File: config.mk
export PLATFORM = sky130hd
export DESIGN_NAME = rcu_dabble_cell
export DESIGN_NICKNAME = d
export VERILOG_FILES = /design/src/hw/rtl/rcu_pkg.sv /design/src/hw/rtl/rcu_dabble_cell.sv
export SDC_FILE = /design/constraint.sdc
export NUM_CORES = 1
export LEC_CHECK = 0
export BUFFER_PORTS_ARGS = -buffer_cell sky130_fd_sc_hd__buf_2
export CORE_MARGIN = 2
export CORE_UTILIZATION = 49
export CTS_CLUSTER_SIZE = 10
export DETAILED_ROUTE_END_ITERATION = 16
export GPL_ROUTABILITY_DRIVEN = 0
export PLACE_DENSITY_LB_ADDON = 0.05
export SETUP_SLACK_MARGIN = 0.2
export SYNTH_ARGS = -nofsm -noshare
export SYNTH_HDL_FRONTEND = slang
export SYNTH_SLANG_ARGS = --single-unit
File: constraint.sdc
create_clock -name clk -period 1.73 [get_ports clk]
set_input_delay 0.519 -clock clk [delete_from_list [all_inputs] [get_ports clk]]
set_output_delay 0.519 -clock clk [all_outputs]
set_load 0.01 [all_outputs]
File: src/hw/rtl/rcu_pkg.sv
`default_nettype none
package rcu_pkg;

  localparam int VALUE_WIDTH_DEF    = 32;
  localparam int HEX_CHARS_DEF      = 8;
  localparam int DECIMAL_DIGITS_DEF = 10;

  localparam int OP_W   = 3;
  localparam int MUL_W  = 2;
  localparam int DIG_W  = 4;
  localparam int BYTE_W = 8;

  typedef enum logic [OP_W-1:0] {
    OP_BIN_TO_VAL = 3'd0,
    OP_OCT_TO_VAL = 3'd1,
    OP_HEX_TO_VAL = 3'd2,
    OP_VAL_TO_BIN = 3'd3,
    OP_VAL_TO_OCT = 3'd4,
    OP_VAL_TO_HEX = 3'd5
  } op_t;

  typedef enum logic [MUL_W-1:0] {
    MUL_2  = 2'd0,
    MUL_8  = 2'd1,
    MUL_10 = 2'd2,
    MUL_16 = 2'd3
  } mul_t;

  localparam logic [BYTE_W-1:0] CH_0 = 8'h30;
  localparam logic [BYTE_W-1:0] CH_9 = 8'h39;
  localparam logic [BYTE_W-1:0] CH_A = 8'h41;
  localparam logic [BYTE_W-1:0] CH_F = 8'h46;

  // non-hex characters give zero
  function automatic logic [DIG_W-1:0] hex_char_value(input logic [BYTE_W-1:0] c);
    logic [BYTE_W-1:0] t;
    t = '0;
    if (c >= CH_0 && c <= CH_9) begin
      t = c - CH_0;
    end else if (c >= CH_A && c <= CH_F) begin
      t = c - CH_A + 8'd10;
    end
    return t[DIG_W-1:0];
  endfunction

  function automatic logic [BYTE_W-1:0] hex_ascii(input logic [DIG_W-1:0] d);
    logic [BYTE_W-1:0] t;
    if (d <= 4'd9) begin
      t = CH_0 + {4'd0, d};
    end else begin
      t = CH_A + {4'd0, d} - 8'd10;
    end
    return t;
  endfunction

endpackage
`default_nettype wire

File: src/hw/rtl/rcu_dabble_cell.sv
`default_nettype none
module rcu_dabble_cell #(
  parameter int DIGITS = rcu_pkg::DECIMAL_DIGITS_DEF,
  parameter int SB_W   = 1
) (
  input  wire logic                              clk,
  input  wire logic                              rst_n,
  input  wire logic                              en,
  input  wire logic                              valid_i,
  input  wire logic                              bit_i,
  input  wire logic [rcu_pkg::DIG_W*DIGITS-1:0]  bcd_i,
  input  wire logic [SB_W-1:0]                   sb_i,
  output logic                                   valid_o,
  output logic [rcu_pkg::DIG_W*DIGITS-1:0]       bcd_o,
  output logic [SB_W-1:0]                        sb_o
);
  import rcu_pkg::*;

  localparam int BCD_W = DIG_W * DIGITS;

  logic [BCD_W-1:0] adj;
  logic [BCD_W-1:0] bcd_nxt;
  logic [BCD_W-1:0] bcd_r;
  logic [SB_W-1:0]  sb_r;
  logic             valid_r;

  // add three to every digit of five or more, then shift in the next bit
  always_comb begin
    for (int i = 0; i < DIGITS; i++) begin
      if (bcd_i[i*DIG_W +: DIG_W] >= 4'd5) begin
        adj[i*DIG_W +: DIG_W] = bcd_i[i*DIG_W +: DIG_W] + 4'd3;
      end else begin
        adj[i*DIG_W +: DIG_W] = bcd_i[i*DIG_W +: DIG_W];
      end
    end
    bcd_nxt = {adj[BCD_W-2:0], bit_i};
  end

  always_ff @(posedge clk) begin
    if (!rst_n) begin
      valid_r <= 1'b0;
    end else if (en) begin
      valid_r <= valid_i;
    end
  end

  always_ff @(posedge clk) begin
    if (en) begin
      bcd_r <= bcd_nxt;
      sb_r  <= sb_i;
    end
  end

  assign valid_o = valid_r;
  assign bcd_o   = bcd_r;
  assign sb_o    = sb_r;

endmodule
`default_nettype wire

==> key figures, run 1 <==
Global routing
  – Initial antenna violation count: 0
  – Vias in the first global route: between 1500 and 2000
  – Largest net degree at the start of global routing: 20
  – First-pass GRT wire length: 6520 um
  – All-Layer GR Usage: 0.162
  – Residual overflow from global routing: 0

STA
  – Unrepaired setup endpoints after global routing: false
  – Setup Viol. Count Final: 0
  – Setup Total Neg Slack: 0 ns
  – Tmin final: ~1.3 ns
  – Final hold violation count: 0
  – Slew of the pin with the lowest slew margin: about 0.24 ns
  – Final Max Tran Viols: 0
  – F_max: between 0.7 and 0.8 GHz
  – Setup Skew: 0 ns
  – Max-slew headroom: 0.841
  – Fin crit share: 0.777
  – Hold slack final: around 0.40 ns

Synthesis
  – Largest family of logic cells by synthesized area: simple AND/OR/NAND/NOR gates
  – Mapped Cells: 200
  – Post-Synth Simple-Gate Area: 0.137
  – Sequential share of the synthesized area: 0.553
  – Post-synthesis compound-gate area fraction: 0.0786
  – Avg Cell Area, Syn: ~11 um^2
  – Main area contributors after synthesis: edfxtp_1 54%, ha_1 11%, nand2_1 6.5%
  – FF+latch count, synth: 42
  – Area leader, netlist: edfxtp_1
  – Synth Cell Area: 2260 um^2
  – Post-synth cell types: 13
  – Yosys warnings: 0
  – Post-synthesis mux area share: 0.0487
  – Area share of xor/xnor cells in the synthesized design: 0.0387
  – Net Count, Synth: 266
  – Adder-Cell Fraction of Synth Area: 0.111
  – Top cell type's share of synthesized area: 0.545

Final layout
  – P&R area growth vs syn: 30.0%
  – ANT cells: 0
  – Fraction of layout cells with a size suffix above 1: 0.360
  – Final Util: 0.666
  – Final #Nets: between 300 and 400
  – Post-layout instance area: slightly below 3000 um^2

Place
  – Detail Placement HPWL: 3270 um
  – Placed Area: roughly 2800 um^2
  – Port Buffers: 87

Routing
  – Total vias in the final route: around 1700
  – Iter 0 DRT Violations: 58
  – Routed WL: around 4000 um
  – Drc violations: 0
  – Final ANT Viol Nets: 0
  – Via/cell ratio: about 5
  – WL/cell: 11.2 um
  – TritonRoute pass-1 iters: 4

Outcome
  – Outcome: finished clean

Critical path
  – Reg-to-Reg Start: valid_o
  – Top Family by Delay on Critical Path: flip-flops
  – Slowest CP cell: edfxtp_1
  – Critical path class: reg -> out
  – Crit-path cells: buf_2
  – Crit path arrival time: between 0.8 and 0.9 ns
  – Crit. Startpoint: bcd_o[0]
  – CP startpoint kind: register
  – Crit-path max cell delay: 0.38 ns
  – CP Max Fanout: 1
  – Worst Setup End Kind: output pin
  – CP required: around 1.2 ns
  – Worst Path Buf+Inv: 1

Clock tree
  – Clk_lat worst skew: between 0.2 and 0.3 ns
  – CTS Root Cell: clkbuf_8
  – Hold Buf Count CTS: 0
  – Clock Path Buffers: 2
  – Post-CTS setup buffer count: 0
  – Clk slew on worst S/H paths: 0.08 ns
  – Clock sinks: 42
  – CTS tree: built
  – CTS buffer count: 5
  – Post_cts resized: 0
  – H-tree Lvls: 2

Pwr
  – Maximum vdd drop: around 0.58 mV
  – Sw Pwr: between 0.0006 and 0.0007 W
  – Gate power share: 0.171
  – Internal Power: about 0.0020 W
  – Leakage: between 1 and 1.5 nW
  – Total power: ~0.0026 W
  – Flop pwr share: 0.480
  – Switching portion of total power: 0.231
  – Clock share of power: 0.348
  – Power Dens Cells: 894 nW/um^2

Floorplanning
  – Full die area: 5170 um^2
  – Num rows: 24
  – Initial Utilization: 0.512
  – Die Ht: 71.9 um
  – Core area: roughly 4400 um^2
  – Io pins: 88
  – Die width: 71.9 um

Flow run
  – Max cap viols: 0

Worst hold path
  – Hold_sp: sb_i
  – Worst Hold Class: in -> reg
-- final timing paths --
path	endpoint	slack, ns	depth (start not counted)
max	bcd_o[0]	0.39	1
min	sb_o	0.40	1
max reg2reg	valid_o	1.12	2
min reg2reg	valid_o	0.54	2
-- routing by layer --
metal	vias to the layer above	part of all wire	GRT usage	routed length (um)
met5	-	0	0	0
li1	865	-	-	-
met3	7	0.088	0.0458	344
met2	66	0.53	0.301	2060
met1	757	0.37	0.172	1430
met4	0	0.017	0.0629	66
-- cells in the mapped netlist (all sizes together) --
master  number
nor2b        1
ha          20
mux2i       11
edfxtp      41
a21oi       10
o21ai       18
dfxtp        1
inv         20
nand2       39
nand2b      19
nor2        10
xnor2       10
-- flip-flops by register name, summed over array words and instances, names as in the netlist --
signal,cells
valid_o,1
bcd_o,40
sb_o,1
-- power groups by stage --
stage	Combinational (W)	Sequential (W)	Clock [W]
after floorplan	0.000164	0.00135	0
after global placement	0.000447	0.00128	0
after detailed placement	0.000460	0.00129	0
after CTS	0.000460	0.00126	0.000946
after global routing	0.000508	0.00127	0.000975
final	0.000451	0.00126	0.000915
-- metrics by stage --
step	setup slack, ns	cells
6_report	0.386	349
5_1_grt	0.333	349
4_1_cts	0.354	349
3_5_place_dp	0.0840	341
3_3_place_gp	0.131	341
2_1_floorplan	0.332	200
-- placed cells by master (no fill, tap or decap), drive strengths merged, types with 5 or more instances in the layout --
| cell type | n |
|---|---|
| buf | 89 |
| xnor2 | 10 |
| inv | 20 |
| nor2 | 10 |
| mux2i | 11 |
| clkbuf | 5 |
| edfxtp | 41 |
| o21ai | 18 |
| ha | 20 |
| nand2b | 19 |
| nand2 | 39 |
| a21oi | 10 |
-- area by class of cell --
| type | count | area, um^2 |
|---|---|---|
| Tap cell | 52 | 65.1 |
| Clock buffer | 5 | 68.8 |
| Inverter | 20 | 75.1 |
| Multi-Input combinational cell | 138 | 935 |
| Timing Repair Buffer | 89 | 475 |
| Clock inverter | 3 | 68.8 |
| Sequential cell | 42 | 1250 |
| Fill cell | 384 | 1480 |
-- cell families after synthesis --
family,count (synthesis)
AOI/OAI and AO/OA,28
xor gates and xnor gates,10
adders and majority gates,20
buffers and inverters,20
DFF,42
muxes,11
and+or+nand+nor,69
Power figures use the tool's default switching activity.
==> inputs of run 2 (changes only) <==
--- a/config.mk
+++ b/config.mk
@@ -5,9 +5,10 @@
 export SDC_FILE = /design/constraint.sdc
 export NUM_CORES = 1
 export LEC_CHECK = 0
+export ABC_AREA = 1
 export BUFFER_PORTS_ARGS = -buffer_cell sky130_fd_sc_hd__buf_2
 export CORE_MARGIN = 2
-export CORE_UTILIZATION = 49
+export CORE_UTILIZATION = 45
 export CTS_CLUSTER_SIZE = 10
 export DETAILED_ROUTE_END_ITERATION = 16
 export GPL_ROUTABILITY_DRIVEN = 0
==> constraint.sdc (replaced) <==
create_clock -name clk -period 1.2 [get_ports clk]
set_input_delay 0.36 -clock clk [delete_from_list [all_inputs] [get_ports clk]]
set_output_delay 0.36 -clock clk [all_outputs]
set_load 0.01 [all_outputs]
==> run 2 against run 1 <==
  * Flip-flop and latch count stayed put
  * Synthesized area up 6.1%
  * Clock power shrank 6.8%
  * Register-to-register slack worse by 0.58 ns
  * Sequential power increased by 44%
  * Global-route usage grew 0.53 points
  * Critical endpoint is now bcd_o[19]
  * Highest routed layer unchanged
==> key figures, run 2 <==
Synthesis
  – Number of synthesized flops with an enable pin: 41
  – FF+latch count, synth: 42
  – Sequential share of the synthesized area: 0.522
  – Post-synth cell types: 16
  – Yosys warnings: 0
  – Mapped Cells: approximately 260
  – Avg Cell Area, Syn: between 9 and 10 um^2
  – Main area contributors after synthesis: edfxtp_1 51%, ha_1 10%, nand2_1 9.7%
  – Most common cell in the synthesized netlist: nand2_1
  – Synth Cell Area: ~2400 um^2
  – Area leader, netlist: edfxtp_1
  – Net Count, Synth: 322
  – Top cell type's share of synthesized area: 0.513
  – Top FF cell, synth: edfxtp_1
  – Async SR Flop Fraction: 0
  – Synth top cells by count: 62 x nand2_1, 47 x inv_1, 41 x edfxtp_1, 26 x o21ai_0, 20 x ha_1

Final layout
  – Max reg flops: 40
  – Final #Nets: 450
  – ANT cells: 0
  – Post-layout instance area: around 4000 um^2
  – Commonest non-fill, non-tap cells in the layout: 64 x buf_2, 51 x nand2_1, 41 x edfxtp_1, 31 x buf_4, 22 x o21ai_0
  – Most common cell after layout, fill and taps aside: buf_2
  – Fraction of layout cells with a size suffix above 1: 0.540
  – P&R area growth vs syn: 65.3%

STA
  – Final worst slack: ~0.017 ns
  – F_max: about 0.85 GHz
  – Final hold violation count: 0
  – Unrepaired setup endpoints after global routing: true
  – Hold slack final: 0.250 ns
  – Slew of the pin with the lowest slew margin: 0.186 ns
  – Tmin final: about 1.2 ns
  – Setup Skew: 0 ns
  – Setup Viol. Count Final: 0
  – Fin crit share: 0.986
  – Final Max Tran Viols: 0
  – Max-slew headroom: 0.875

Outcome
  – Outcome: finished clean

Place
  – Placed Area: about 3500 um^2
  – Port Buffers: 87
  – Detail Placement HPWL: around 3600 um
  – Dpl ws: -0.220 ns

Critical path
  – Top Family by Delay on Critical Path: flip-flops
  – Worst Setup End Kind: output pin
  – Slowest CP cell: edfxtp_1
  – CP startpoint kind: register
  – Worst Path Buf+Inv: 1
  – Critical path class: reg -> out
  – Crit-path cells: buf_2
  – Crit-path max cell delay: just under 0.4 ns
  – Crit path arrival time: around 0.8 ns
  – CP required: roughly 0.84 ns
  – CP Max Fanout: 1

Global routing
  – Vias in the first global route: 2000
  – Largest net degree at the start of global routing: 27
  – First-pass GRT wire length: between 8000 and 9000 um
  – Residual overflow from global routing: 0
  – All-Layer GR Usage: 0.167
  – Initial antenna violation count: 0

Routing
  – Total vias in the final route: between 2000 and 2500
  – Via/cell ratio: 4.69
  – Drc violations: 0
  – WL/cell: 11.0 um
  – TritonRoute pass-1 iters: 4
  – Routed WL: approximately 5000 um
  – Final ANT Viol Nets: 0
  – Iter 0 DRT Violations: approximately 150

Clock tree
  – H-tree Lvls: 2
  – Clk slew on worst S/H paths: roughly 0.08 ns
  – Clk_lat worst skew: between 0.2 and 0.3 ns
  – CTS buffer count: 5
  – CTS tree: built
  – Clock Path Buffers: 2
  – Clock sinks: 42
  – CTS Root Cell: clkbuf_8

Floorplanning
  – Initial Utilization: 0.467
  – Die width: 77.0 um
  – Num rows: 26
  – Core area: 5140 um^2
  – Full die area: just under 6000 um^2
  – Io pins: between 80 and 90
  – Die Ht: 77.0 um

Flow run
  – Max cap viols: 0

Pwr
  – Leakage: roughly 1.8 nW
  – Power Dens Cells: approximately 940 nW/um^2
  – Maximum vdd drop: 0.516 mV

Worst hold path
  – Worst Hold Class: in -> reg
-- run 2: area by class of cell --
class	instances	area [um^2]
clock buffer	5	68.8
clock inverter	3	16.3
fill	356	1180
inverter	49	379
multi-input combinational	165	1250
sequential	42	1250
tap	70	87.6
timing repair buffer	121	908
-- run 2: layer usage --
metal,GRT usage,vias to the layer above,part of all wire
met2,0.308,59,0.54
met3,0.0541,8,0.058
li1,-,1110,-
met1,0.176,955,0.39
met4,0.0643,0,0.019
met5,0,-,0
-- run 2: kinds of logic after synthesis --
| family | count (synthesis) | synth area share |
|---|---|---|
| buffers and inverters | 49 | 0.0767 |
| AO/OA/AOI/OAI | 53 | 0.129 |
| adder cells (fa/ha/maj) | 20 | 0.104 |
| AND/OR/NAND/NOR | 92 | 0.168 |
| flip-flops | 42 | 0.522 |
-- run 2: repair_timing --
action                     4_1_cts  5_1_grt
setup endpoints to repair       59       60
gates resized for setup         37       59
hold buffers                     0        0
cloned                           0        0
hold endpoints to repair         0        0
setup buffers                    5        4
pin swaps                       16       25
-- run 2: path summary, 6_finish.rpt --
kind	depth (start not counted)	to	slack, ns	from
hold reg to reg	2	valid_o	0.57	valid_o
setup reg to reg	2	valid_o	0.54	valid_o
setup / recovery	1	bcd_o[19]	0.02	bcd_o[19]
hold / removal	1	sb_o	0.25	sb_i
-- run 2: where the power goes --
part	switching, W	total (W)	internal (W)	leakage [nW]
Clock	0.000455	0.000853	0.000398	0.0416
Combinational	0.000547	0.00105	0.000508	1.32
Sequential	0.0000336	0.00182	0.00179	0.408
Total	0.00103	0.00373	0.00269	1.77
-- run 2: metrics by stage --
step	TNS, ns	utilization	std cells	power (W)
after CTS	0	0.728	451	0.00366
after global routing	-0.114	0.771	455	0.00394
final	0	0.771	455	0.00373
after detailed placement	-4.46	0.676	438	0.00274
after global placement	-3.95	0.676	438	0.00273
after floorplan	0	-	256	0.00230
==> inputs of run 3 (changes only) <==
--- a/config.mk
+++ b/config.mk
@@ -8,11 +8,11 @@
 export ABC_AREA = 1
 export BUFFER_PORTS_ARGS = -buffer_cell sky130_fd_sc_hd__buf_2
 export CORE_MARGIN = 2
-export CORE_UTILIZATION = 45
+export CORE_UTILIZATION = 30
 export CTS_CLUSTER_SIZE = 10
 export DETAILED_ROUTE_END_ITERATION = 16
 export GPL_ROUTABILITY_DRIVEN = 0
-export PLACE_DENSITY_LB_ADDON = 0.05
+export PLACE_DENSITY = 0.54
 export SETUP_SLACK_MARGIN = 0.2
 export SYNTH_ARGS = -nofsm -noshare
 export SYNTH_HDL_FRONTEND = slang
==> run 3 against run 2 <==
  * Core utilization fell by 26 points
  * Critical path depth did not move
  * Sequential power barely moved
  * Power rose by 2.7%
  * Via count fell by 0.75%
  * Sequential share of layout area fell by 0.11 points
  * Critical path type unchanged
  * Critical endpoint is now bcd_o[6]
  * Highest routed layer unchanged
==> key figures, run 3 (same netlist as run 2, synthesis figures left out) <==
Floorplanning
  – Die width: between 90 and 100 um
  – Die Ht: 93.4 um
  – Initial Utilization: 0.310
  – Num rows: 32
  – Io pins: 88
  – Full die area: 8730 um^2
  – Core area: between 7000 and 8000 um^2

Critical path
  – CP startpoint kind: register
  – Critical path class: reg -> out
  – Worst Setup End Kind: output pin
  – Crit-path cells: buf_2
  – Worst Path Buf+Inv: 1
  – Crit path arrival time: between 0.8 and 0.9 ns
  – CP required: between 0.8 and 0.9 ns
  – Slowest CP cell: edfxtp_1
  – Crit-path max cell delay: about 0.4 ns
  – Top Family by Delay on Critical Path: flip-flops
  – CP Max Fanout: 1

Pwr
  – Flop pwr share: 0.476
  – Internal Power: 0.00275 W
  – Total power: about 0.0038 W
  – Gate power share: 0.272
  – Leakage: around 1.8 nW
  – Maximum vdd drop: just over 0.5 mV
  – Sw Pwr: ~0.0011 W
  – Power Dens Cells: a little under 1000 nW/um^2
  – Clock share of power: 0.251
  – Switching portion of total power: 0.281

Clock tree
  – Clk slew on worst S/H paths: 0.09 ns
  – Clock Path Buffers: 2
  – CTS tree: built
  – CTS Root Cell: clkbuf_8
  – Clock sinks: 42
  – H-tree Lvls: 2
  – CTS buffer count: 5
  – Clk_lat worst skew: approximately 0.29 ns

Place
  – Dpl ws: -0.208 ns
  – Placed Area: 3520 um^2
  – Port Buffers: 87
  – Detail Placement HPWL: 4020 um
  – Dpl cells: around 470

Routing
  – WL/cell: approximately 11 um
  – TritonRoute pass-1 iters: 4
  – Drc violations: 0
  – Via/cell ratio: 4.35
  – Final ANT Viol Nets: 0
  – Total vias in the final route: roughly 2100
  – Iter 0 DRT Violations: 37
  – Routed WL: about 5500 um

STA
  – Final worst slack: ~0.004 ns
  – Hold slack final: about 0.24 ns
  – F_max: between 0.8 and 0.9 GHz
  – Final Max Tran Viols: 0
  – Unrepaired setup endpoints after global routing: true
  – Setup Viol. Count Final: 0
  – Setup Skew: 0 ns
  – Slew of the pin with the lowest slew margin: 0.181 ns
  – Final hold violation count: 0
  – Max-slew headroom: 0.878
  – Tmin final: approximately 1.2 ns
  – Fin crit share: 0.997

Global routing
  – First-pass GRT wire length: between 8000 and 9000 um
  – Vias in the first global route: 1981
  – Largest net degree at the start of global routing: 19
  – Initial antenna violation count: 0
  – Residual overflow from global routing: 0
  – All-Layer GR Usage: 0.123

Final layout
  – Max reg flops: 40
  – Final #Nets: ~450
  – ANT cells: 0
  – Post-layout instance area: slightly below 4000 um^2
  – Final std cells w/o fill: about 490
  – Commonest non-fill, non-tap cells in the layout: 62 x buf_2, 51 x nand2_1, 41 x edfxtp_1, 32 x buf_4, 23 x o21ai_0
  – Fraction of layout cells with a size suffix above 1: 0.542
  – P&R area growth vs syn: 65.8%
  – Most common cell after layout, fill and taps aside: buf_2

Worst hold path
  – Worst Hold Class: in -> reg

Flow run
  – Max cap viols: 0

Outcome
  – Outcome: finished clean
[run 3: layout make-up]
type / count / area, um^2
Clock buffer: 7 / 86.3
Inverter: 49 / 379
Tap cell: 102 / 128
Sequential cell: 42 / 1250
Timing Repair Buffer: 120 / 888
Multi-Input combinational cell: 165 / 1240
Clock inverter: 1 / 5.00
Fill cell: 706 / 3750
[run 3: worst register-to-register path, cell delays in order (launching register included)]
cell	delay (ns)
dfxtp_2	0.33
o21ai_0	0.18
a21oi_1	0.05
[run 3: repair_timing]
item	4_1_cts	5_1_grt
setup endpoints to repair	58	58
gates resized for setup	36	53
pin swaps	13	25
hold buffers	0	0
setup buffers	3	4
[run 3: path summary, 6_finish.rpt]
path                                from  endpoint  slack (ns)  cells after the start
worst max-delay path            bcd_o[6]  bcd_o[6]       0.004                      1
worst min-delay path               bit_i  bcd_o[0]        0.24                      1
worst max register to register   valid_o   valid_o        0.54                      2
worst min register to register   valid_o   valid_o        0.56                      2
[run 3: power groups by stage]
stage	logic, W	registers [W]	clock network [W]
floorplan	0.000364	0.00194	0
global placement	0.000895	0.00185	0
detailed placement	0.000909	0.00185	0
CTS	0.000973	0.00183	0.00101
global route	0.00116	0.00184	0.00106
finish	0.00104	0.00182	0.000961
[run 3: metal layers]
| layer | GRT usage | routed length (um) | vias to the layer above |
|---|---|---|---|
| li1 | - | - | 1102 |
| met1 | 0.133 | 2200 | 950 |
| met4 | 0.0331 | 26 | 0 |
| met3 | 0.0475 | 435 | 2 |
| met2 | 0.221 | 2810 | 62 |
| met5 | 0 | 0 | - |
[run 3: per-stage QoR]
stage / setup TNS, ns / utilization
2_1_floorplan: 0 / -
3_3_place_gp: -4.09 / 0.456
3_5_place_dp: -4.55 / 0.456
4_1_cts: -0.0363 / 0.490
5_1_grt: -0.513 / 0.515
6_report: 0 / 0.515
