$ cat config.mk
export PLATFORM = sky130hd
export DESIGN_NAME = rcu_horner_cell
export DESIGN_NICKNAME = d
export VERILOG_FILES = /design/src/hw/rtl/rcu_pkg.sv /design/src/hw/rtl/rcu_horner_cell.sv
export SDC_FILE = /design/constraint.sdc
export NUM_CORES = 1
export LEC_CHECK = 0
export ABC_AREA = 1
export BUFFER_PORTS_ARGS = -buffer_cell sky130_fd_sc_hd__buf_2
export CAP_MARGIN = 20
export CORE_ASPECT_RATIO = 0.7
export CORE_MARGIN = 4
export CORE_UTILIZATION = 50
export CTS_CLUSTER_DIAMETER = 120
export DETAILED_ROUTE_END_ITERATION = 16
export PLACE_DENSITY_LB_ADDON = 0.25
export SYNTH_ARGS = -nofsm -noshare
export SYNTH_HDL_FRONTEND = slang
export SYNTH_SLANG_ARGS = --single-unit
$ cat constraint.sdc
create_clock -name clk -period 8.1 [get_ports clk]
set_clock_uncertainty 0.05 [all_clocks]
set_input_delay 1.215 -clock clk [delete_from_list [all_inputs] [get_ports clk]]
set_output_delay 1.215 -clock clk [all_outputs]
set_load 0.05 [all_outputs]
$ cat src/hw/rtl/rcu_pkg.sv
`default_nettype none
package rcu_pkg;

  localparam int VALUE_WIDTH_DEF    = 32;
  localparam int HEX_CHARS_DEF      = 8;
  localparam int DECIMAL_DIGITS_DEF = 10;

  localparam int OP_W   = 3;
  localparam int MUL_W  = 2;
  localparam int DIG_W  = 4;
  localparam int BYTE_W = 8;

  typedef enum logic [OP_W-1:0] {
    OP_BIN_TO_VAL = 3'd0,
    OP_OCT_TO_VAL = 3'd1,
    OP_HEX_TO_VAL = 3'd2,
    OP_VAL_TO_BIN = 3'd3,
    OP_VAL_TO_OCT = 3'd4,
    OP_VAL_TO_HEX = 3'd5
  } op_t;

  typedef enum logic [MUL_W-1:0] {
    MUL_2  = 2'd0,
    MUL_8  = 2'd1,
    MUL_10 = 2'd2,
    MUL_16 = 2'd3
  } mul_t;

  localparam logic [BYTE_W-1:0] CH_0 = 8'h30;
  localparam logic [BYTE_W-1:0] CH_9 = 8'h39;
  localparam logic [BYTE_W-1:0] CH_A = 8'h41;
  localparam logic [BYTE_W-1:0] CH_F = 8'h46;

  // non-hex characters give zero
  function automatic logic [DIG_W-1:0] hex_char_value(input logic [BYTE_W-1:0] c);
    logic [BYTE_W-1:0] t;
    t = '0;
    if (c >= CH_0 && c <= CH_9) begin
      t = c - CH_0;
    end else if (c >= CH_A && c <= CH_F) begin
      t = c - CH_A + 8'd10;
    end
    return t[DIG_W-1:0];
  endfunction

  function automatic logic [BYTE_W-1:0] hex_ascii(input logic [DIG_W-1:0] d);
    logic [BYTE_W-1:0] t;
    if (d <= 4'd9) begin
      t = CH_0 + {4'd0, d};
    end else begin
      t = CH_A + {4'd0, d} - 8'd10;
    end
    return t;
  endfunction

endpackage
`default_nettype wire

$ cat src/hw/rtl/rcu_horner_cell.sv
`default_nettype none
module rcu_horner_cell #(
  parameter int VALUE_WIDTH = rcu_pkg::VALUE_WIDTH_DEF,
  parameter int SB_W        = 1
) (
  input  wire logic                       clk,
  input  wire logic                       rst_n,
  input  wire logic                       en,
  input  wire logic                       valid_i,
  input  wire logic [VALUE_WIDTH-1:0]     acc_i,
  input  wire logic                       big_i,
  input  wire logic [rcu_pkg::DIG_W-1:0]  digit_i,
  input  wire rcu_pkg::mul_t              mul_i,
  input  wire logic [SB_W-1:0]            sb_i,
  output logic                            valid_o,
  output logic [VALUE_WIDTH-1:0]          acc_o,
  output logic                            big_o,
  output logic [SB_W-1:0]                 sb_o
);
  import rcu_pkg::*;

  localparam int EXT_W = VALUE_WIDTH + 5;

  logic [EXT_W-1:0]       a;
  logic [EXT_W-1:0]       prod;
  logic [EXT_W-1:0]       sum;
  logic [VALUE_WIDTH-1:0] acc_nxt;
  logic                   big_nxt;
  logic [VALUE_WIDTH-1:0] acc_r;
  logic                   big_r;
  logic                   valid_r;
  logic [SB_W-1:0]        sb_r;

  always_comb begin
    a = {{(EXT_W-VALUE_WIDTH){1'b0}}, acc_i};
    case (mul_i)
      MUL_2:   prod = a << 1;
      MUL_8:   prod = a << 3;
      MUL_10:  prod = (a << 3) + (a << 1);
      MUL_16:  prod = a << 4;
      default: prod = a << 1;
    endcase
    sum     = prod + {{(EXT_W-DIG_W){1'b0}}, digit_i};
    // sticky once the running value leaves the signed range
    big_nxt = big_i || (|sum[EXT_W-1:VALUE_WIDTH-1]);
    acc_nxt = sum[VALUE_WIDTH-1:0];
  end

  always_ff @(posedge clk) begin
    if (!rst_n) begin
      valid_r <= 1'b0;
    end else if (en) begin
      valid_r <= valid_i;
    end
  end

  always_ff @(posedge clk) begin
    if (en) begin
      acc_r <= acc_nxt;
      big_r <= big_nxt;
      sb_r  <= sb_i;
    end
  end

  assign valid_o = valid_r;
  assign acc_o   = acc_r;
  assign big_o   = big_r;
  assign sb_o    = sb_r;

endmodule
`default_nettype wire

==> key figures, run 1 <==
Timing
  – Worst-margin pin slew: 0.745 ns
  – Fin Setup TNS: 0 ns
  – Post-route clock period utilization: 61.5%
  – Setup-failing EPs final: 0
  – Slew HR: 50.4%
  – Final worst slack: 3.12 ns
  – RSZ-0062 raised after global routing: false
  – Hold Violations, Final: 0
  – Max Freq: 0.201 GHz
  – Fin. max-slew vios: 0
  – Tmin final: 4.98 ns

Hold path
  – Worst hold path class: flip-flop to flip-flop

CTS
  – Skew-Pair Late Insertion Delay: 0.27 ns
  – CTS H-tree lvls: 2
  – Num Clock Sinks: 35
  – TritonCTS clock tree: done
  – # hold bufs at CTS: 0
  – Clock root cell: clkbuf_16
  – Total CTS buffers: 5
  – Post_cts resized: 0
  – Clk pin slew, worst setup/hold paths: 0.05 ns
  – # Post-CTS Setup Buffers: 0
  – Clock Tree Buf Depth: 2

Setup path
  – CP arrival: 4.96 ns
  – Critical path's slowest cell: clkinv_2
  – CP Data Required Time: 8.08 ns
  – Crit path largest cell delay: 0.40 ns
  – Startpoint Class: primary input
  – Crit path buf inv count: 4
  – Worst setup EP type: flip-flop
  – Delay-heaviest family, CP: simple AND/OR/NAND/NOR gates
  – Critical path peak fanout: 32
  – CP Class: primary input to flip-flop

Routing
  – Final wirelength: 16.8 mm
  – Drt drc: 0
  – DR WL/cell: 13.6 um
  – DRT Pass-1 Iters: 6
  – Vias: 6328
  – Post-route antenna net violation count: 0
  – Via-to-Cell Ratio: 5.15
  – 1st-iter DRT viols: 546

Yosys
  – Post-Synth XOR/XNOR Area: 4.09%
  – Compound-Gate Fraction of Synth Area: 9.04%
  – Fraction of registers with async set/reset: 0%
  – Mapped Area: 0.00579 sq mm
  – Post-synthesis sequential area ratio: 18.0%
  – Net count after synthesis: 1083
  – Synth Register Bits: 35
  – Synthesized-area fraction occupied by adder cells: 7.83%
  – Avg Cell Area, Syn: 5.76 sq um
  – Syn Inst Count: 1004
  – Synth warnings: 0
  – Netlist cell types: 46
  – Post-synth EDFFs: 34
  – Largest family of logic cells by synthesized area: simple AND/OR/NAND/NOR gates
  – Mux cell area share after synthesis: 0%
  – Synth Area in Simple Gates: 47.1%
  – Top_reg_cell synth: edfxtp_1

Layout
  – Fin nets: 1153
  – Commonest non-fill, non-tap cell in the layout: nand2_1
  – Most frequent cells in the layout: nand2_1 (365), inv_1 (178), nor2_1 (106)
  – P&R area growth vs syn: 10.7%
  – Layout filler cell count: 1172
  – ANT cells: 0
  – Share of cells above drive strength 1: 12.6%

Floorplanning
  – Die area: 0.0134 sq mm
  – Placeable Area: 0.0112 sq mm
  – Die width: 137 um
  – Die Y: 98 um
  – Rows: 32
  – Io pins: 79
  – Starting Density: 51.8%

Power
  – Total power: 0.000830 W
  – Worst IR drop on VDD: 0.000125 V
  – Power per cell area: 130 mW/mm^2
  – Leak: 3.62 nW

GRT
  – GRT overflow: 0
  – Global-route wire length before repair: 26.9 mm
  – Largest net degree at the start of global routing: 37
  – Initial antenna violation count: 0
  – Global Route Usage Sum: 24.9%
  – Vias in the first global route: 5493

Placed design
  – Worst slack, placed: 2.84 ns
  – Half-perimeter wire length after placement: 14.0 mm
  – PortBufs: 78
  – GP Congestion: 1.01

Flow run
  – Max cap viols: 0

Outcome
  – Status: completed
==> metal layers <==
metal	GRT usage, %	vias up	wire, um
met5	0	-	0
met4	4.42	0	144
met3	3.96	14	1780
met2	36.1	257	6740
met1	39.0	2780	8100
li1	-	3277	-
==> power breakdown <==
group	internal, W	total (W)	leakage (nW)	switching [W]
clock network	0.000112	0.000174	0.0659	0.0000624
logic	0.000119	0.000427	3.22	0.000308
registers	0.000225	0.000229	0.342	0.00000405
total	0.000455	0.000830	3.62	0.000375
==> metrics by stage <==
step	hold slack, ns	utilization (%)	cells	instance area, sq um
2_1_floorplan	0.703	-	1004	5790
3_3_place_gp	0.479	56.1	1220	6270
3_5_place_dp	0.479	56.1	1220	6270
4_1_cts	0.486	57.3	1228	6400
5_1_grt	0.492	57.3	1228	6400
6_report	0.488	57.3	1228	6400
==> path summary, 6_finish.rpt <==
check,from,slack [ns],to,cells after the start
worst max-delay path,mul_i[0],3.12,big_o,26
worst min-delay path,valid_o,0.49,valid_o,2
worst max register to register,valid_o,7.40,valid_o,2
worst min register to register,valid_o,0.49,valid_o,2
==> cell families (layout without fill, tap and decap cells) <==
logic type | Yosys count | count (layout)
simple gates | 612 | 612
buf+inv | 202 | 273
compound gates | 93 | 93
fa+ha+maj | 35 | 35
flops | 35 | 35
xor+xnor | 27 | 27
==> synth_stat cells, types with 4 or more instances <==
master	instances	share of area (%)
o21ai_1	16	1.4
nand2_1	365	24
inv_2	7	0.45
nand3_1	73	6.3
xnor2_1	4	0.61
nand2_4	6	1.2
nor2_1	106	6.9
o21ai_0	32	2.8
ha_1	33	7.1
nor2_4	9	1.8
inv_1	178	12
buf_4	5	0.65
nand2_2	9	0.97
nand3b_1	7	0.91
edfxtp_1	34	18
nor2_8	4	1.4
nor3_1	5	0.43
xor2_1	23	3.5
a21oi_1	30	2.6
nand4_1	17	1.8
==> final cells by class <==
class	instances	area [sq um]	area share, %
tap	153	191	2.99
clock inverter	2	7.51	0.117
clock buffer	6	129	2.01
inverter	187	703	11.0
sequential	35	1040	16.3
multi-input combinational	767	3940	61.5
timing repair buffer	78	390	6.10
==> sequential cells by signal (all words and copies together), names as in the netlist <==
register,cells
valid_o,1
sb_o,1
big_o,1
acc_o,32
==> worst reg2reg max path, stage by stage, from the launching register on <==
cell and delay [ns]:
dfxtp_1 0.30, o21ai_0 0.15, a21oi_1 0.06
Note: power is estimated with default switching activity, not from simulation.
==> run 2: changes to the inputs <==
==> constraint.sdc (replaced) <==
create_clock -name clk -period 4.8 [get_ports clk]
set_clock_uncertainty 0.05 [all_clocks]
set_input_delay 0.72 -clock clk [delete_from_list [all_inputs] [get_ports clk]]
set_output_delay 0.72 -clock clk [all_outputs]
set_load 0.05 [all_outputs]
==> run 2 against run 1 <==
Critical path depth unchanged. Die area unchanged. Critical endpoint unchanged. First-iteration DRC count up 19%. Flip-flop and latch count unchanged. Clock-buffer cell count up 1. Sequential power up 69%. Total power up 71%. Non-clock buffer count up 4.
==> key figures, run 2 (synthesized netlist as in run 1, its figures left out) <==
Layout
  – Commonest non-fill, non-tap cell in the layout: nand2_1 (unchanged)
  – Design Area, Final: 0.00644 sq mm (was 0.00640 sq mm)
  – Share of cells above drive strength 1: 13.1% (was 12.6%)
  – P&R area growth vs syn: 11.4% (was 10.7%)
  – Post-layout util: 57.7% (was 57.3%)
  – ANT cells: 0 (unchanged)
  – Fin nets: 1157 (was 1153)
  – Most frequent cells in the layout: nand2_1 (365), inv_1 (178), nor2_1 (106) (unchanged)
  – Max FFs per register: 32 (unchanged)

Routing
  – Via-to-Cell Ratio: 5.04 (was 5.15)
  – Vias: 6212 (was 6328)
  – Post-route antenna net violation count: 0 (unchanged)
  – DR WL/cell: 13.2 um (was 13.6 um)
  – DRT Pass-1 Iters: 5 (was 6)
  – Drt drc: 0 (unchanged)
  – Final wirelength: 16.3 mm (was 16.8 mm)
  – 1st-iter DRT viols: 652 (was 546)

Floorplanning
  – Die width: 137 um (unchanged)
  – Placeable Area: 0.0112 sq mm (unchanged)
  – Die Y: 98 um (unchanged)
  – Die area: 0.0134 sq mm (unchanged)
  – Rows: 32 (unchanged)
  – Starting Density: 51.8% (unchanged)
  – Io pins: 79 (unchanged)

GRT
  – Largest net degree at the start of global routing: 37 (unchanged)
  – Busiest metal layer after global routing: met1 (unchanged)
  – Global Route Usage Sum: 25.1% (was 24.9%)
  – M1 GR Usage: 38.9% (was 39.0%)
  – Grt met3 use: 3.14% (was 3.96%)
  – Global-route wire length before repair: 27.4 mm (was 26.9 mm)
  – GRT overflow: 0 (unchanged)
  – Initial antenna violation count: 0 (unchanged)
  – Met2 Usage GRT: 38.0% (was 36.1%)
  – Vias in the first global route: 5694 (was 5493)

Flow run
  – Max cap viols: 0 (unchanged)

Timing
  – RSZ-0062 raised after global routing: false (unchanged)
  – Worst-margin pin slew: 0.735 ns (was 0.745 ns)
  – Max Freq: 0.261 GHz
  – Hold Violations, Final: 0 (unchanged)
  – Hold_ws: 0.490 ns (was 0.488 ns)
  – Tmin final: 3.83 ns
  – Fin. max-slew vios: 0 (unchanged)
  – Slew HR: 51.0% (was 50.4%)
  – Setup-failing EPs final: 0 (unchanged)
  – Fin Setup TNS: 0 ns (unchanged)
  – Post-route clock period utilization: 79.9%

CTS
  – Clk pin slew, worst setup/hold paths: 0.05 ns (about the same)
  – TritonCTS clock tree: done (unchanged)
  – Total CTS buffers: 5 (unchanged)
  – Clock root cell: clkbuf_16 (unchanged)
  – Skew-Pair Late Insertion Delay: 0.27 ns (about the same)
  – CTS H-tree lvls: 2 (unchanged)
  – Post_cts resized: 0 (unchanged)
  – # hold bufs at CTS: 0 (unchanged)
  – # Post-CTS Setup Buffers: 0 (unchanged)
  – Num Clock Sinks: 35 (unchanged)
  – Clock Tree Buf Depth: 2 (unchanged)

Setup path
  – Startpoint Class: primary input (unchanged)
  – Critical path peak fanout: 15 (was 32)
  – CP arrival: 3.81 ns (was 4.96 ns)
  – CP Class: primary input to flip-flop (unchanged)
  – Worst setup EP type: flip-flop (unchanged)
  – CP Data Required Time: 4.78 ns (was 8.08 ns)

Placed design
  – Placed cell area: 0.00630 sq mm (was 0.00627 sq mm)
  – GP Congestion: 0.969 (was 1.01)
  – Half-perimeter wire length after placement: 13.8 mm (was 14.0 mm)
  – PortBufs: 78 (unchanged)

Power
  – Worst IR drop on VDD: 0.000240 V (was 0.000125 V)
  – Internal power: 0.000787 W (was 0.000455 W)
  – P_sw: 0.000629 W (was 0.000375 W)
  – Switch share: 44.4% (was 45.2%)
  – Sequential share of power: 27.3% (was 27.6%)
  – Comb power frac: 50.7% (was 51.4%)
  – Power per cell area: 220 mW/mm^2 (was 130 mW/mm^2)
  – Clock Power Share: 22.0% (was 21.0%)
  – Leak: 3.65 nW (was 3.62 nW)

Hold path
  – Worst hold path class: flip-flop to flip-flop (unchanged)

Outcome
  – Status: completed (unchanged)
[run 2: cell types whose count changed in the layout (fill, tap and decap cells not counted)]
cell / delta
clkbuf_8: +1
buf_4: +4
clkinv_2: +1
clkinv_1: -2
[run 2: critical path, cell delays in order]
cell and delay (ns):
buf_2 0.29, inv_2 0.18, nand2_4 0.11, clkinv_2 0.06, a221oi_1 0.27, a21oi_1 0.08, ha_1 0.34, nand2_1 0.06
inv_1 0.06, nor2_1 0.06, nor3_4 0.22, nand2_2 0.08, nor2_4 0.13, nand2_2 0.08, nor2_4 0.10, nand2_4 0.08
nor2_8 0.12, nand3_4 0.10, nor2_4 0.17, nand2_4 0.08, nor2_4 0.10, nand2_2 0.06, nand2_1 0.05, nand2_1 0.05
nor2_1 0.07, nand2_1 0.06
[run 2: layer usage]
layer	part of all wire, %	vias up
met3	11	9
met1	48	2667
li1	-	3284
met2	40	252
met4	0.70	0
met5	0	-
[run 2: layout make-up]
| cell class | count | area (sq um) |
|---|---|---|
| Clock buffer | 7 | 143 |
| Clock inverter | 1 | 5.00 |
| Fill cell | 1133 | 4730 |
| Inverter | 187 | 703 |
| Multi-Input combinational cell | 767 | 3940 |
| Sequential cell | 35 | 1040 |
| Tap cell | 153 | 191 |
| Timing Repair Buffer | 82 | 420 |
[run 2: worst paths after layout]
kind / start / to / slack (ns) / cells after the start
max: mul_i[0] / big_o / 0.97 / 26
min: valid_o / valid_o / 0.49 / 2
max reg2reg: valid_o / valid_o / 4.10 / 2
min reg2reg: valid_o / valid_o / 0.49 / 2
[run 2: per-stage QoR]
step / setup slack [ns] / power (W) / instances
floorplan: 0.759 / 0.000925 / 1004
global placement: 0.777 / 0.00109 / 1224
detailed placement: 0.715 / 0.00110 / 1224
CTS: 0.995 / 0.00142 / 1232
global route: 0.714 / 0.00153 / 1232
finish: 0.967 / 0.00142 / 1232
[run 2: power groups by stage]
stage          combinational (W)  sequential, W  clock, W
2_1_floorplan           0.000409       0.000516         0
5_1_grt                 0.000800       0.000389  0.000338
6_report                0.000717       0.000386  0.000312
3_5_place_dp            0.000705       0.000392         0
4_1_cts                 0.000708       0.000387  0.000321
3_3_place_gp            0.000696       0.000391         0
==> run 3: changes to the inputs <==
==> constraint.sdc (replaced) <==
create_clock -name clk -period 3.9 [get_ports clk]
set_clock_uncertainty 0.05 [all_clocks]
set_input_delay 0.585 -clock clk [delete_from_list [all_inputs] [get_ports clk]]
set_output_delay 0.585 -clock clk [all_outputs]
set_load 0.05 [all_outputs]
==> run 3 against run 2 <==
Routed wire length is 0.61% lower. Critical endpoint unchanged. Die area stayed put. Critical path depth is 2 lower. Combinational power is 23% higher. Total power is 23% higher. Utilization is 0.27 points higher. Largest cell class unchanged. Final cell count increased by 0.32%. Non-clock buffer count rose by 4. Register-to-register slack got worse by 0.91 ns. Clock power increased by 21%. First-iteration DRC count shrank 29%. Flip-flop and latch count stayed put.
==> key figures, run 3 (synthesized netlist as in run 1, its figures left out) <==
Layout
  – Post-layout util: 58.0% (was 57.7%)
  – Layout filler cell count: 1157 (was 1133)
  – Area of the multi-input gates: 0.00394 sq mm (unchanged)
  – Max FFs per register: 32 (unchanged)
  – Layout Cells excl Fill: 1236 (was 1232)
  – Share of cells above drive strength 1: 13.4% (was 13.1%)
  – Most frequent cells in the layout: nand2_1 (365), inv_1 (178), nor2_1 (106) (unchanged)
  – P&R area growth vs syn: 11.9% (was 11.4%)
  – Commonest non-fill, non-tap cell in the layout: nand2_1 (unchanged)
  – Seq. cell area: 0.00104 sq mm (unchanged)
  – ANT cells: 0 (unchanged)
  – Fin nets: 1161 (was 1157)

GRT
  – GRT overflow: 0 (unchanged)
  – Largest net degree at the start of global routing: 37 (unchanged)
  – Global-route wire length before repair: 26.6 mm (was 27.4 mm)
  – Vias in the first global route: 5362 (was 5694)
  – Initial antenna violation count: 0 (unchanged)
  – Global Route Usage Sum: 24.5% (was 25.1%)

Setup path
  – CP Class: primary input to flip-flop (unchanged)
  – CP Data Required Time: 3.87 ns (was 4.78 ns)
  – Worst setup EP type: flip-flop (unchanged)
  – Start of the worst register-to-register path: valid_o (unchanged)
  – Crit path buf inv count: 2 (was 4)
  – CP arrival: 3.53 ns (was 3.81 ns)
  – Critical path peak fanout: 5 (was 15)
  – Critical path's slowest cell: ha_1 (unchanged)
  – Crit path largest cell delay: 0.35 ns (was 0.34 ns)
  – Delay-heaviest family, CP: simple AND/OR/NAND/NOR gates (unchanged)
  – Critical path, cell by cell: buf_2 > ha_1 > a221oi_1 > a21oi_1 > ha_1 > nand2_1 > inv_1 > nor2_1 > nor3_4 > nand2_2 > nor2_4 > nand2_2 > nor2_4 > nand2_4 > nor2_8 > nand3_4 > nor2_4 > nand2_4 > nor2_4 > nand2_2 > nand2_1 > nand2_1 > nor2_1 > nand2_1
  – Startpoint Class: primary input (unchanged)
  – Crit. Startpoint: acc_i[0] (was mul_i[0])

Timing
  – Fin Setup TNS: 0 ns (unchanged)
  – Post-route clock period utilization: 91.1%
  – Max Freq: 0.281 GHz
  – Worst-margin pin slew: 0.723 ns (was 0.735 ns)
  – Slew HR: 51.8% (was 51.0%)
  – RSZ-0062 raised after global routing: false (unchanged)
  – Hold Violations, Final: 0 (unchanged)
  – Setup-failing EPs final: 0 (unchanged)
  – Final worst slack: 0.345 ns (was 0.967 ns)
  – Hold_ws: 0.438 ns (was 0.490 ns)
  – Tmin final: 3.55 ns
  – Fin. max-slew vios: 0 (unchanged)

Placed design
  – Worst slack, placed: 0.0753 ns (was 0.715 ns)
  – Half-perimeter wire length after placement: 13.8 mm (about the same)
  – Placed cell count: 1228 (was 1224)
  – PortBufs: 78 (unchanged)
  – GP Congestion: 0.986 (was 0.969)

Floorplanning
  – Die Y: 98 um (unchanged)
  – Die area: 0.0134 sq mm (unchanged)
  – Rows: 32 (unchanged)
  – Die width: 137 um (unchanged)
  – Placeable Area: 0.0112 sq mm (unchanged)
  – Io pins: 79 (unchanged)
  – Starting Density: 51.8% (unchanged)

CTS
  – Total CTS buffers: 5 (unchanged)
  – TritonCTS clock tree: done (unchanged)
  – Post_cts resized: 0 (unchanged)
  – # hold bufs at CTS: 0 (unchanged)
  – # Post-CTS Setup Buffers: 0 (unchanged)
  – CTS H-tree lvls: 2 (unchanged)
  – Clock root cell: clkbuf_16 (unchanged)
  – Clock Tree Buf Depth: 2 (unchanged)
  – Num Clock Sinks: 35 (unchanged)
  – Skew-Pair Late Insertion Delay: 0.27 ns (about the same)
  – Clk pin slew, worst setup/hold paths: 0.05 ns (about the same)

Hold path
  – Hold path startpoint: sb_i (was valid_o)
  – Worst hold path class: primary input to flip-flop (was flip-flop to flip-flop)

Routing
  – DR WL/cell: 13.1 um (was 13.2 um)
  – DRT Pass-1 Iters: 5 (unchanged)
  – Final wirelength: 16.2 mm (was 16.3 mm)
  – 1st-iter DRT viols: 464 (was 652)
  – Post-route antenna net violation count: 0 (unchanged)
  – Vias: 6165 (was 6212)
  – Drt drc: 0 (unchanged)
  – Via-to-Cell Ratio: 4.99 (was 5.04)

Power
  – Power per cell area: 268 mW/mm^2 (was 220 mW/mm^2)
  – Sequential share of power: 27.4% (was 27.3%)
  – P_sw: 0.000764 W (was 0.000629 W)
  – Comb power frac: 50.9% (was 50.7%)
  – Switch share: 44.0% (was 44.4%)
  – Leak: 3.67 nW (was 3.65 nW)
  – Worst IR drop on VDD: 0.000302 V (was 0.000240 V)
  – Clock Power Share: 21.8% (was 22.0%)
  – Internal power: 0.000970 W (was 0.000787 W)

Flow run
  – Max cap viols: 0 (unchanged)

Outcome
  – Status: completed (unchanged)
==> run 3: power by group through the flow <==
stage                     clock [W]  combinational, W  sequential, W
after CTS                  0.000387          0.000873       0.000476
after global routing       0.000412          0.000984       0.000478
after floorplan                   0          0.000503       0.000635
after global placement            0          0.000859       0.000481
after detailed placement          0          0.000869       0.000482
final                      0.000377          0.000882       0.000475
==> run 3: area by class of cell <==
cell class	instances	area share [%]
Clock inverter	1	0.0773
Multi-Input combinational cell	767	60.9
Tap cell	153	2.96
Inverter	187	10.9
Clock buffer	7	2.20
Sequential cell	35	16.1
Timing Repair Buffer	86	6.96
==> run 3: routing by layer <==
metal  track usage, %  vias up  wire [um]
met5                0        -          0
met4             5.50        0        264
met3             2.11       15       1550
met2             35.1      218       6230
met1             39.3     2642       8160
li1                 -     3290          -
==> run 3: worst paths after layout <==
kind / slack (ns) / end / depth (start not counted)
max reg2reg: 3.19 / valid_o / 2
min: 0.44 / sb_o / 1
min reg2reg: 0.49 / valid_o / 2
max: 0.35 / big_o / 24
==> run 3: metrics by stage <==
stage / cell area, sq um / total power, W
2_1_floorplan: 5790 / 0.00114
3_3_place_gp: 6330 / 0.00134
3_5_place_dp: 6330 / 0.00135
4_1_cts: 6470 / 0.00174
5_1_grt: 6470 / 0.00187
6_report: 6470 / 0.00173
==> run 3: worst reg2reg max path, stage by stage, from the launching register on <==
cell     delay (ns)
dfxtp_1        0.30
o21ai_0        0.15
a21oi_1        0.06
